===== src/slm_pkg.sv =====
// Shared types and constants for the sorted list merge block.
`default_nettype none
package slm_pkg;

  localparam int LIST_DEPTH_DEF = 32;
  localparam int CNT_W          = 6;   // list fill counts
  localparam int POS_W          = 6;   // merged position field
  localparam int VAL_W          = 32;
  localparam int REQ_W          = 2;
  localparam int S_TDATA_W      = 32;  // value
  localparam int M_TDATA_W      = 40;  // position, value_res, zero pad

  typedef enum logic [REQ_W-1:0] {
    REQ_APPEND_A = 2'd0,
    REQ_APPEND_B = 2'd1,
    REQ_START    = 2'd2,
    REQ_NONE     = 2'd3
  } req_t;

  typedef enum logic [1:0] {
    ST_IDLE,
    ST_READ,
    ST_PICK,
    ST_OUT
  } merge_state_t;

  // Merge command from the load side to the merge sequencer.
  typedef struct packed {
    logic             start;
    logic [CNT_W-1:0] cnt_a;
    logic [CNT_W-1:0] cnt_b;
    logic             dropped;
  } merge_cmd_t;

endpackage
`default_nettype wire


===== src/slm_list_mem.sv =====
// One list buffer: single write port, single registered read port.
`default_nettype none
module slm_list_mem #(
  parameter int DEPTH = slm_pkg::LIST_DEPTH_DEF,
  parameter int AW    = (DEPTH > 1) ? $clog2(DEPTH) : 1
) (
  input  wire logic                     clk,
  input  wire logic                     wr_en,
  input  wire logic [AW-1:0]            wr_addr,
  input  wire logic [slm_pkg::VAL_W-1:0] wr_data,
  input  wire logic [AW-1:0]            rd_addr,
  output logic      [slm_pkg::VAL_W-1:0] rd_data
);

  logic [slm_pkg::VAL_W-1:0] mem [DEPTH];

  always_ff @(posedge clk) begin
    if (wr_en) begin
      mem[wr_addr] <= wr_data;
    end
  end

  always_ff @(posedge clk) begin
    rd_data <= mem[rd_addr];
  end

endmodule
`default_nettype wire


===== src/slm_merge_ctrl.sv =====
// Merge sequencer: walks both list tails with one shared compare, one result at a time.
`default_nettype none
module slm_merge_ctrl #(
  parameter int LIST_DEPTH = slm_pkg::LIST_DEPTH_DEF,
  parameter int AW         = (LIST_DEPTH > 1) ? $clog2(LIST_DEPTH) : 1
) (
  input  wire logic                          clk,
  input  wire logic                          rst,
  input  wire slm_pkg::merge_cmd_t           cmd,
  output logic                               idle,
  output logic      [AW-1:0]                 rd_addr_a,
  output logic      [AW-1:0]                 rd_addr_b,
  input  wire logic [slm_pkg::VAL_W-1:0]     rd_data_a,
  input  wire logic [slm_pkg::VAL_W-1:0]     rd_data_b,
  output logic                               out_valid,
  input  wire logic                          out_ready,
  output logic      [slm_pkg::POS_W-1:0]     out_position,
  output logic      [slm_pkg::VAL_W-1:0]     out_value,
  output logic                               out_last,
  output logic                               out_dropped
);

  localparam int CW = slm_pkg::CNT_W;
  localparam int PW = slm_pkg::POS_W + 1;  // remaining count, up to twice the depth

  slm_pkg::merge_state_t state, state_next;

  logic [CW-1:0] ra, ra_next;
  logic [CW-1:0] rb, rb_next;
  logic [PW-1:0] pos, pos_next;
  logic          out_valid_next;
  logic          load_out;
  logic          take_a;
  logic [CW-1:0] ra_m1;
  logic [CW-1:0] rb_m1;
  logic [PW-1:0] pos_m1;
  logic [PW-1:0] total;

  assign ra_m1  = ra - CW'(1);
  assign rb_m1  = rb - CW'(1);
  assign pos_m1 = pos - PW'(1);
  assign total  = PW'(cmd.cnt_a) + PW'(cmd.cnt_b);

  assign rd_addr_a = ra_m1[AW-1:0];
  assign rd_addr_b = rb_m1[AW-1:0];
  assign idle      = (state == slm_pkg::ST_IDLE);

  // Greater tail wins; a tie goes to the second list.
  always_comb begin
    priority if (ra == '0) begin
      take_a = 1'b0;
    end else if (rb == '0) begin
      take_a = 1'b1;
    end else begin
      take_a = $signed(rd_data_a) > $signed(rd_data_b);
    end
  end

  always_ff @(posedge clk) begin
    if (rst) begin
      state     <= slm_pkg::ST_IDLE;
      ra        <= '0;
      rb        <= '0;
      pos       <= '0;
      out_valid <= 1'b0;
    end else begin
      state     <= state_next;
      ra        <= ra_next;
      rb        <= rb_next;
      pos       <= pos_next;
      out_valid <= out_valid_next;
    end
  end

  always_comb begin
    state_next     = state;
    ra_next        = ra;
    rb_next        = rb;
    pos_next       = pos;
    out_valid_next = out_valid;
    load_out       = 1'b0;
    unique case (state)
      slm_pkg::ST_IDLE: begin
        if (cmd.start && (total != '0)) begin
          ra_next    = cmd.cnt_a;
          rb_next    = cmd.cnt_b;
          pos_next   = total;
          state_next = slm_pkg::ST_READ;
        end
      end
      slm_pkg::ST_READ: begin
        state_next = slm_pkg::ST_PICK;
      end
      slm_pkg::ST_PICK: begin
        load_out       = 1'b1;
        out_valid_next = 1'b1;
        pos_next       = pos_m1;
        if (take_a) begin
          ra_next = ra_m1;
        end else begin
          rb_next = rb_m1;
        end
        state_next = slm_pkg::ST_OUT;
      end
      slm_pkg::ST_OUT: begin
        if (out_ready) begin
          out_valid_next = 1'b0;
          state_next     = (pos == '0) ? slm_pkg::ST_IDLE : slm_pkg::ST_READ;
        end
      end
      default: begin
        state_next = slm_pkg::ST_IDLE;
      end
    endcase
  end

  // Result payload register.
  always_ff @(posedge clk) begin
    if (load_out) begin
      out_position <= pos_m1[slm_pkg::POS_W-1:0];
      out_value    <= take_a ? rd_data_a : rd_data_b;
      out_last     <= (pos == PW'(1));
      out_dropped  <= cmd.dropped;
    end
  end

endmodule
`default_nettype wire


===== src/sorted_list_merge_top.sv =====
// Top level of the sorted list merge block: load side, list buffers and merge sequencer.
//
// Usage:
//   The slave stream carries requests. s_tuser selects the request: append to the
//   first list, append to the second list, or start a merge; s_tdata carries the
//   signed value to append. Each list holds up to LIST_DEPTH ascending values.
//   An append to a full list is dropped and sets a sticky dropped flag that only
//   reset clears. A start streams the merged list on the master side, highest
//   position first, one transaction per element with its position, value, the
//   dropped flag, and tlast on position 0. Both counts clear at the start; with
//   both lists empty a start gives nothing. Merge steps: each element passes the
//   states ST_READ (read both tails from the list memories), ST_PICK (compare and
//   register the result) and ST_OUT (hand it off), set by the registered memory
//   read and the single shared compare. A merge occupies the block until its last
//   element is handed off, master stalls included; s_tready stays low meanwhile.
//   Reset clears the counts, the dropped flag and the sequencer; list contents are
//   not cleared. A stalled master simply holds the current result.
`default_nettype none
module sorted_list_merge_top #(
  parameter int LIST_DEPTH = slm_pkg::LIST_DEPTH_DEF
) (
  input  wire logic                              clk,
  input  wire logic                              rst,
  // slave stream: requests
  input  wire logic                              s_tvalid,
  output logic                                   s_tready,
  input  wire logic [slm_pkg::S_TDATA_W-1:0]     s_tdata,   // [31:0] value
  input  wire logic [slm_pkg::REQ_W-1:0]         s_tuser,   // [1:0] req_type
  // master stream: merged elements
  output logic                                   m_tvalid,
  input  wire logic                              m_tready,
  output logic      [slm_pkg::M_TDATA_W-1:0]     m_tdata,   // [5:0] position, [37:6] value_res
  output logic                                   m_tlast,   // last
  output logic                                   m_tuser    // [0] dropped
);

  localparam int AW = (LIST_DEPTH > 1) ? $clog2(LIST_DEPTH) : 1;
  localparam int CW = slm_pkg::CNT_W;
  localparam int PAD_W = slm_pkg::M_TDATA_W - slm_pkg::POS_W - slm_pkg::VAL_W;

  logic [CW-1:0] count_a;
  logic [CW-1:0] count_b;
  logic          overflow_seen;

  logic          accept;
  slm_pkg::req_t req;
  logic          full_a;
  logic          full_b;
  logic          wr_a;
  logic          wr_b;
  logic          idle;

  slm_pkg::merge_cmd_t cmd;

  logic [AW-1:0]                rd_addr_a;
  logic [AW-1:0]                rd_addr_b;
  logic [slm_pkg::VAL_W-1:0]    rd_data_a;
  logic [slm_pkg::VAL_W-1:0]    rd_data_b;
  logic [slm_pkg::POS_W-1:0]    out_position;
  logic [slm_pkg::VAL_W-1:0]    out_value;

  // Take requests only while no merge is running.
  assign s_tready = idle;
  assign accept   = s_tvalid && s_tready;
  assign req      = slm_pkg::req_t'(s_tuser);

  assign full_a = (count_a >= CW'(LIST_DEPTH));
  assign full_b = (count_b >= CW'(LIST_DEPTH));
  assign wr_a   = accept && (req == slm_pkg::REQ_APPEND_A) && !full_a;
  assign wr_b   = accept && (req == slm_pkg::REQ_APPEND_B) && !full_b;

  // Hand the current counts to the sequencer; it keeps its own copies.
  assign cmd.start   = accept && (req == slm_pkg::REQ_START);
  assign cmd.cnt_a   = count_a;
  assign cmd.cnt_b   = count_b;
  assign cmd.dropped = overflow_seen;

  // Fill counts and sticky drop flag; clear counts when a merge starts.
  always_ff @(posedge clk) begin
    if (rst) begin
      count_a       <= '0;
      count_b       <= '0;
      overflow_seen <= 1'b0;
    end else begin
      if (cmd.start) begin
        count_a <= '0;
        count_b <= '0;
      end else begin
        if (wr_a) begin
          count_a <= count_a + CW'(1);
        end
        if (wr_b) begin
          count_b <= count_b + CW'(1);
        end
      end
      if (accept && (((req == slm_pkg::REQ_APPEND_A) && full_a) ||
                     ((req == slm_pkg::REQ_APPEND_B) && full_b))) begin
        overflow_seen <= 1'b1;
      end
    end
  end

  slm_list_mem #(
    .DEPTH (LIST_DEPTH),
    .AW    (AW)
  ) u_list_a (
    .clk     (clk),
    .wr_en   (wr_a),
    .wr_addr (count_a[AW-1:0]),
    .wr_data (s_tdata),
    .rd_addr (rd_addr_a),
    .rd_data (rd_data_a)
  );

  slm_list_mem #(
    .DEPTH (LIST_DEPTH),
    .AW    (AW)
  ) u_list_b (
    .clk     (clk),
    .wr_en   (wr_b),
    .wr_addr (count_b[AW-1:0]),
    .wr_data (s_tdata),
    .rd_addr (rd_addr_b),
    .rd_data (rd_data_b)
  );

  slm_merge_ctrl #(
    .LIST_DEPTH (LIST_DEPTH),
    .AW         (AW)
  ) u_merge_ctrl (
    .clk          (clk),
    .rst          (rst),
    .cmd          (cmd),
    .idle         (idle),
    .rd_addr_a    (rd_addr_a),
    .rd_addr_b    (rd_addr_b),
    .rd_data_a    (rd_data_a),
    .rd_data_b    (rd_data_b),
    .out_valid    (m_tvalid),
    .out_ready    (m_tready),
    .out_position (out_position),
    .out_value    (out_value),
    .out_last     (m_tlast),
    .out_dropped  (m_tuser)
  );

  // Pack the result: position low, value above it, zero pad to whole bytes.
  assign m_tdata = {{PAD_W{1'b0}}, out_value, out_position};

endmodule
`default_nettype wire


===== config.mk =====
export PLATFORM = sky130hd
export DESIGN_NAME = sorted_list_merge_top
export DESIGN_NICKNAME = d
export VERILOG_FILES = /design/src/slm_pkg.sv /design/src/slm_list_mem.sv /design/src/slm_merge_ctrl.sv /design/src/sorted_list_merge_top.sv
export SDC_FILE = /design/constraint.sdc
export NUM_CORES = 2
export LEC_CHECK = 0
export BUFFER_PORTS_ARGS = -buffer_cell sky130_fd_sc_hd__buf_2
export CAP_MARGIN = 10
export CELL_PAD_IN_SITES_DETAIL_PLACEMENT = 1
export CELL_PAD_IN_SITES_GLOBAL_PLACEMENT = 2
export CORE_UTILIZATION = 30
export CTS_CLUSTER_SIZE = 24
export DETAILED_ROUTE_END_ITERATION = 6
export GPL_TIMING_DRIVEN = 0
export HOLD_SLACK_MARGIN = 0.03
export PLACE_DENSITY = 0.51
export SKIP_CTS_REPAIR_TIMING = 1
export SLEW_MARGIN = 5
export SYNTH_ARGS = -nofsm -noshare
export SYNTH_HDL_FRONTEND = slang
export SYNTH_HIERARCHICAL = 1
export SYNTH_SLANG_ARGS = --single-unit

===== constraint.sdc =====
create_clock -name clk -period 6.3 [get_ports clk]
set_input_delay 0.315 -clock clk [delete_from_list [all_inputs] [get_ports clk]]
set_output_delay 0.315 -clock clk [all_outputs]
set_load 0.01 [all_outputs]

==> flow_summary_export.csv <==
group,metric,value,unit
timing,min_period,4762,ps
clock_tree,clock_sinks,2187,
drt,ant_nets,0,
run_status,run_status,"finished with violations",
power_and_ir_drop,ir_drop,217.5,uV
synth,syn_area,0.08584,mm2
synth,synth_cell_types,72,
die,die_height,536.9,um
clock_tree,cts_tree,"yes",
setup_path,crit_type,"flop to flop",
synth,synth-edff-count,2088,
timing,rsz0062_at_grt,"false",
global_route,track_usage,18.98,%
clock_tree,cts-buffers-inserted,245,
global_route,grt_max_degree,65,
synth,ys_seq_area_share,75.35,%
drt,drtIter0Drc,3357,
clock_tree,htreeDepth,4,
timing,slew_viol_final,0,
drt,vias_per_cell,4.952,
timing,finalSetupViolations,0,
power_and_ir_drop,powerDensity,301.4,mW/mm2
setup_path,crit_end,"u_list_b/mem[10][10]$_DFFE_PP_",
die,std_cell_rows,196,
die,die-area,0.2883,mm2
power_and_ir_drop,p_total,30.67,mW
setup_path,worstPathMaxFanout,18,
synth,synth-seq-cells,2187,
synth,synth_top_area_cell,"edfxtp_1",
setup_path,startpoint,"u_merge_ctrl/state[0]$_SDFFE_PP0P_",
timing,hold_viol,0,
setup_path,cp-start-kind,"flop",
power_and_ir_drop,power_leakage,39.28,nW
drt,dr.pass1.iters,7,
place,gp_congestion,0.8096,
die,core,0.2850,mm2
clock_tree,clkTransAtPathRegs,60,ps
global_route,grt_pass1_wl,382.6,mm
global_route,grt_overflow,0,
drt,post_drt_wl_per_cell,29.10,um
setup_path,required,6860,ps
setup_path,r2r-start,"u_merge_ctrl/state[0]$_SDFFE_PP0P_",
place,hpwl,191.7,mm
run_status,violations,"design-rule violations",
clock_tree,clk_path_buf_depth,4,
synth,avgSynthCellArea,16.99,um2
synth,syn_inst,5052,
timing,post-route-period-util,75.59,%
setup_path,worstPathArrival,5320,ps
synth,yosys_warnings,6,
place,place_ws,1433,ps
global_route,antenna_found_initial,30,
job,maxCapViolCount,0,
setup_path,r2r_slack,1540,ps
setup_path,cp-end-kind,"flop",
clock_tree,cts-root-buf,"clkbuf_16",
place,io_buffer_count,79,
layout,area_growth,18.56,%
synth,async_flop_share,0,%
drt,vias,47150,
synth,synth_top_flop_cell,"edfxtp_1",
synth,yosysTopAreaCellShare,73.04,%
die,fp.dieW,536.9,um
timing,finalWorstSetupSlack,1538,ps
drt,drc,3,
setup_path,reg2reg_to,"u_list_b/mem[10][10]$_DFFE_PP_",
layout,utilization,35.71,%
die,ios,82,
timing,worst_slew_pin_slew,1307,ps
worst_hold_path,hp-class,"primary input to flop",
die,start_util,30.12,%
timing,max_freq,210.0,MHz
layout,nNetsFinal,5616,
clock_tree,clk_latency,900,ps
synth,yosys-top-cells-area,"edfxtp_1 (73%), mux2i_1 (12%), dfxtp_1 (2.3%)",
global_route,first_global_vias,48500,
timing,relSlewSlack,12.59,%
timing,final.setup_skew,52.48,ps
layout,drive_gt1_share,13.30,%
setup_path,rr_worst_depth,8,
drt,wl,277.1,mm
-- critical path, cell delays in order (launching register included) --
cell	delay (ps)
dfxtp_1	340
inv_1	110
ha_1	450
nand4b_1	240
buf_2	240
nor2_1	650
nand3b_1	1060
nor2_4	1070
buf_16	250
-- sequential cells by signal, summed over array words and instances, names as in the netlist, 7 cells and up --
register / cells
u_list_b/mem: 1024
u_merge_ctrl/pos: 7
u_merge_ctrl/out_value: 32
u_list_a/mem: 1024
u_list_a/rd_data: 32
u_list_b/rd_data: 32
-- worst min-delay path by stage --
stage | startpoint | end | cells past startpoint
after floorplan | rst | overflow_seen$_SDFFE_PP0P_ | 1
after global placement | overflow_seen$_SDFFE_PP0P_ | u_merge_ctrl/out_dropped$_DFFE_PP_ | 0
after detailed placement | overflow_seen$_SDFFE_PP0P_ | u_merge_ctrl/out_dropped$_DFFE_PP_ | 0
after CTS | s_tdata[20] | u_list_a/mem[4][20]$_DFFE_PP_ | 1
after global routing | s_tdata[20] | u_list_a/mem[4][20]$_DFFE_PP_ | 2
final | s_tdata[20] | u_list_a/mem[4][20]$_DFFE_PP_ | 2
-- routing by layer --
metal	wire, um	up-vias	share of wire (%)	GRT usage (%)
li1	-	20930	-	-
met4	5052	0	1.8	4.206
met2	128700	897	46	30.42
met3	10980	303	4.0	1.979
met5	0	-	0	0
met1	132400	25020	48	27.64
-- cell usage after synthesis (all sizes together) (3+ instances only) --
cell	number
a22o	128
or3b	9
and2b	3
nand4b	3
mux2i	1032
mux2	4
nand2b	7
or2	4
inv	57
nor2	95
and2	5
nor3	79
or3	12
a221oi	5
nand4	8
o21ai	44
a311oi	4
nor2b	5
a21o	7
nand3b	11
edfxtp	2088
nand3	211
a211o	3
a31oi	70
o31ai	5
clkbuf	102
buf	174
a21oi	226
o211ai	3
o41ai	3
xor2	9
dfxtp	99
a22oi	192
or4	7
nor4b	3
nand2	254
ha	52
-- stage by stage --
step	setup TNS (ps)	std cells	hold WS (ps)	cell area (um2)
3_5_place_dp	0	8998	430.7	93820
4_1_cts	0	9434	-393.2	101200
2_1_floorplan	0	5053	387.4	85840
5_1_grt	0	9487	220.8	101700
6_report	0	9522	239.8	101800
3_3_place_gp	-39580	8894	430.4	90950
-- where the power goes --
group / leakage (nW) / total, mW / internal, mW / switching [mW]
clock network: 3.61 / 13.5 / 7.74 / 5.72
registers: 19.6 / 16.1 / 16.0 / 0.0499
logic: 16.1 / 1.15 / 0.304 / 0.843
total: 39.3 / 30.7 / 24.1 / 6.62
-- logic make-up (layout without fill, tap and decap cells) --
logic type / Yosys count / after routing / synth area share, %
xor+xnor: 11 / 11 / 0.1122
compound gates: 708 / 708 / 5.562
buf+inv: 333 / 994 / 2.160
mux: 1036 / 1036 / 12.09
fa+ha+maj: 53 / 53 / 0.7813
other cells: 1 / 48 / 0.004369
flops: 2187 / 2187 / 75.35
simple gates: 723 / 723 / 3.938
-- area by class of cell --
| class | instances | area (um2) |
|---|---|---|
| repair buffers | 225 | 3213 |
| clock inverters | 118 | 923.4 |
| fillers | 28570 | 183200 |
| well taps | 3762 | 4707 |
| multi-input cells | 2533 | 19790 |
| plain buffers | 276 | 1640 |
| flip-flops and latches | 2187 | 64680 |
| inverters | 57 | 214.0 |
| clock buffers | 318 | 6486 |
| diodes | 46 | 115.1 |
-- cells in the final DEF (no fill, tap or decap), drive strengths merged, types with 5 or more instances in the layout --
cell type and instances:
a221oi 5, o21ai 44, nor2 95, edfxtp 2088, clkbuf 420, a31oi 70, nand3b 11, nor3 79
a21oi 226, clkinv 94, or3b 9, inv 59, clkinvlp 8, dfxtp 99, or3 12, dlygate4sd3 40
nand2 254, a22oi 192, nand3 211, o31ai 5, nand4 8, nand2b 7, ha 52, nor2b 5
and2 5, a21o 7, buf 359, a22o 128, or4 7, bufinv 14, mux2i 1032, xor2 9
diode 46
Note: power is estimated with default switching activity, not from simulation.
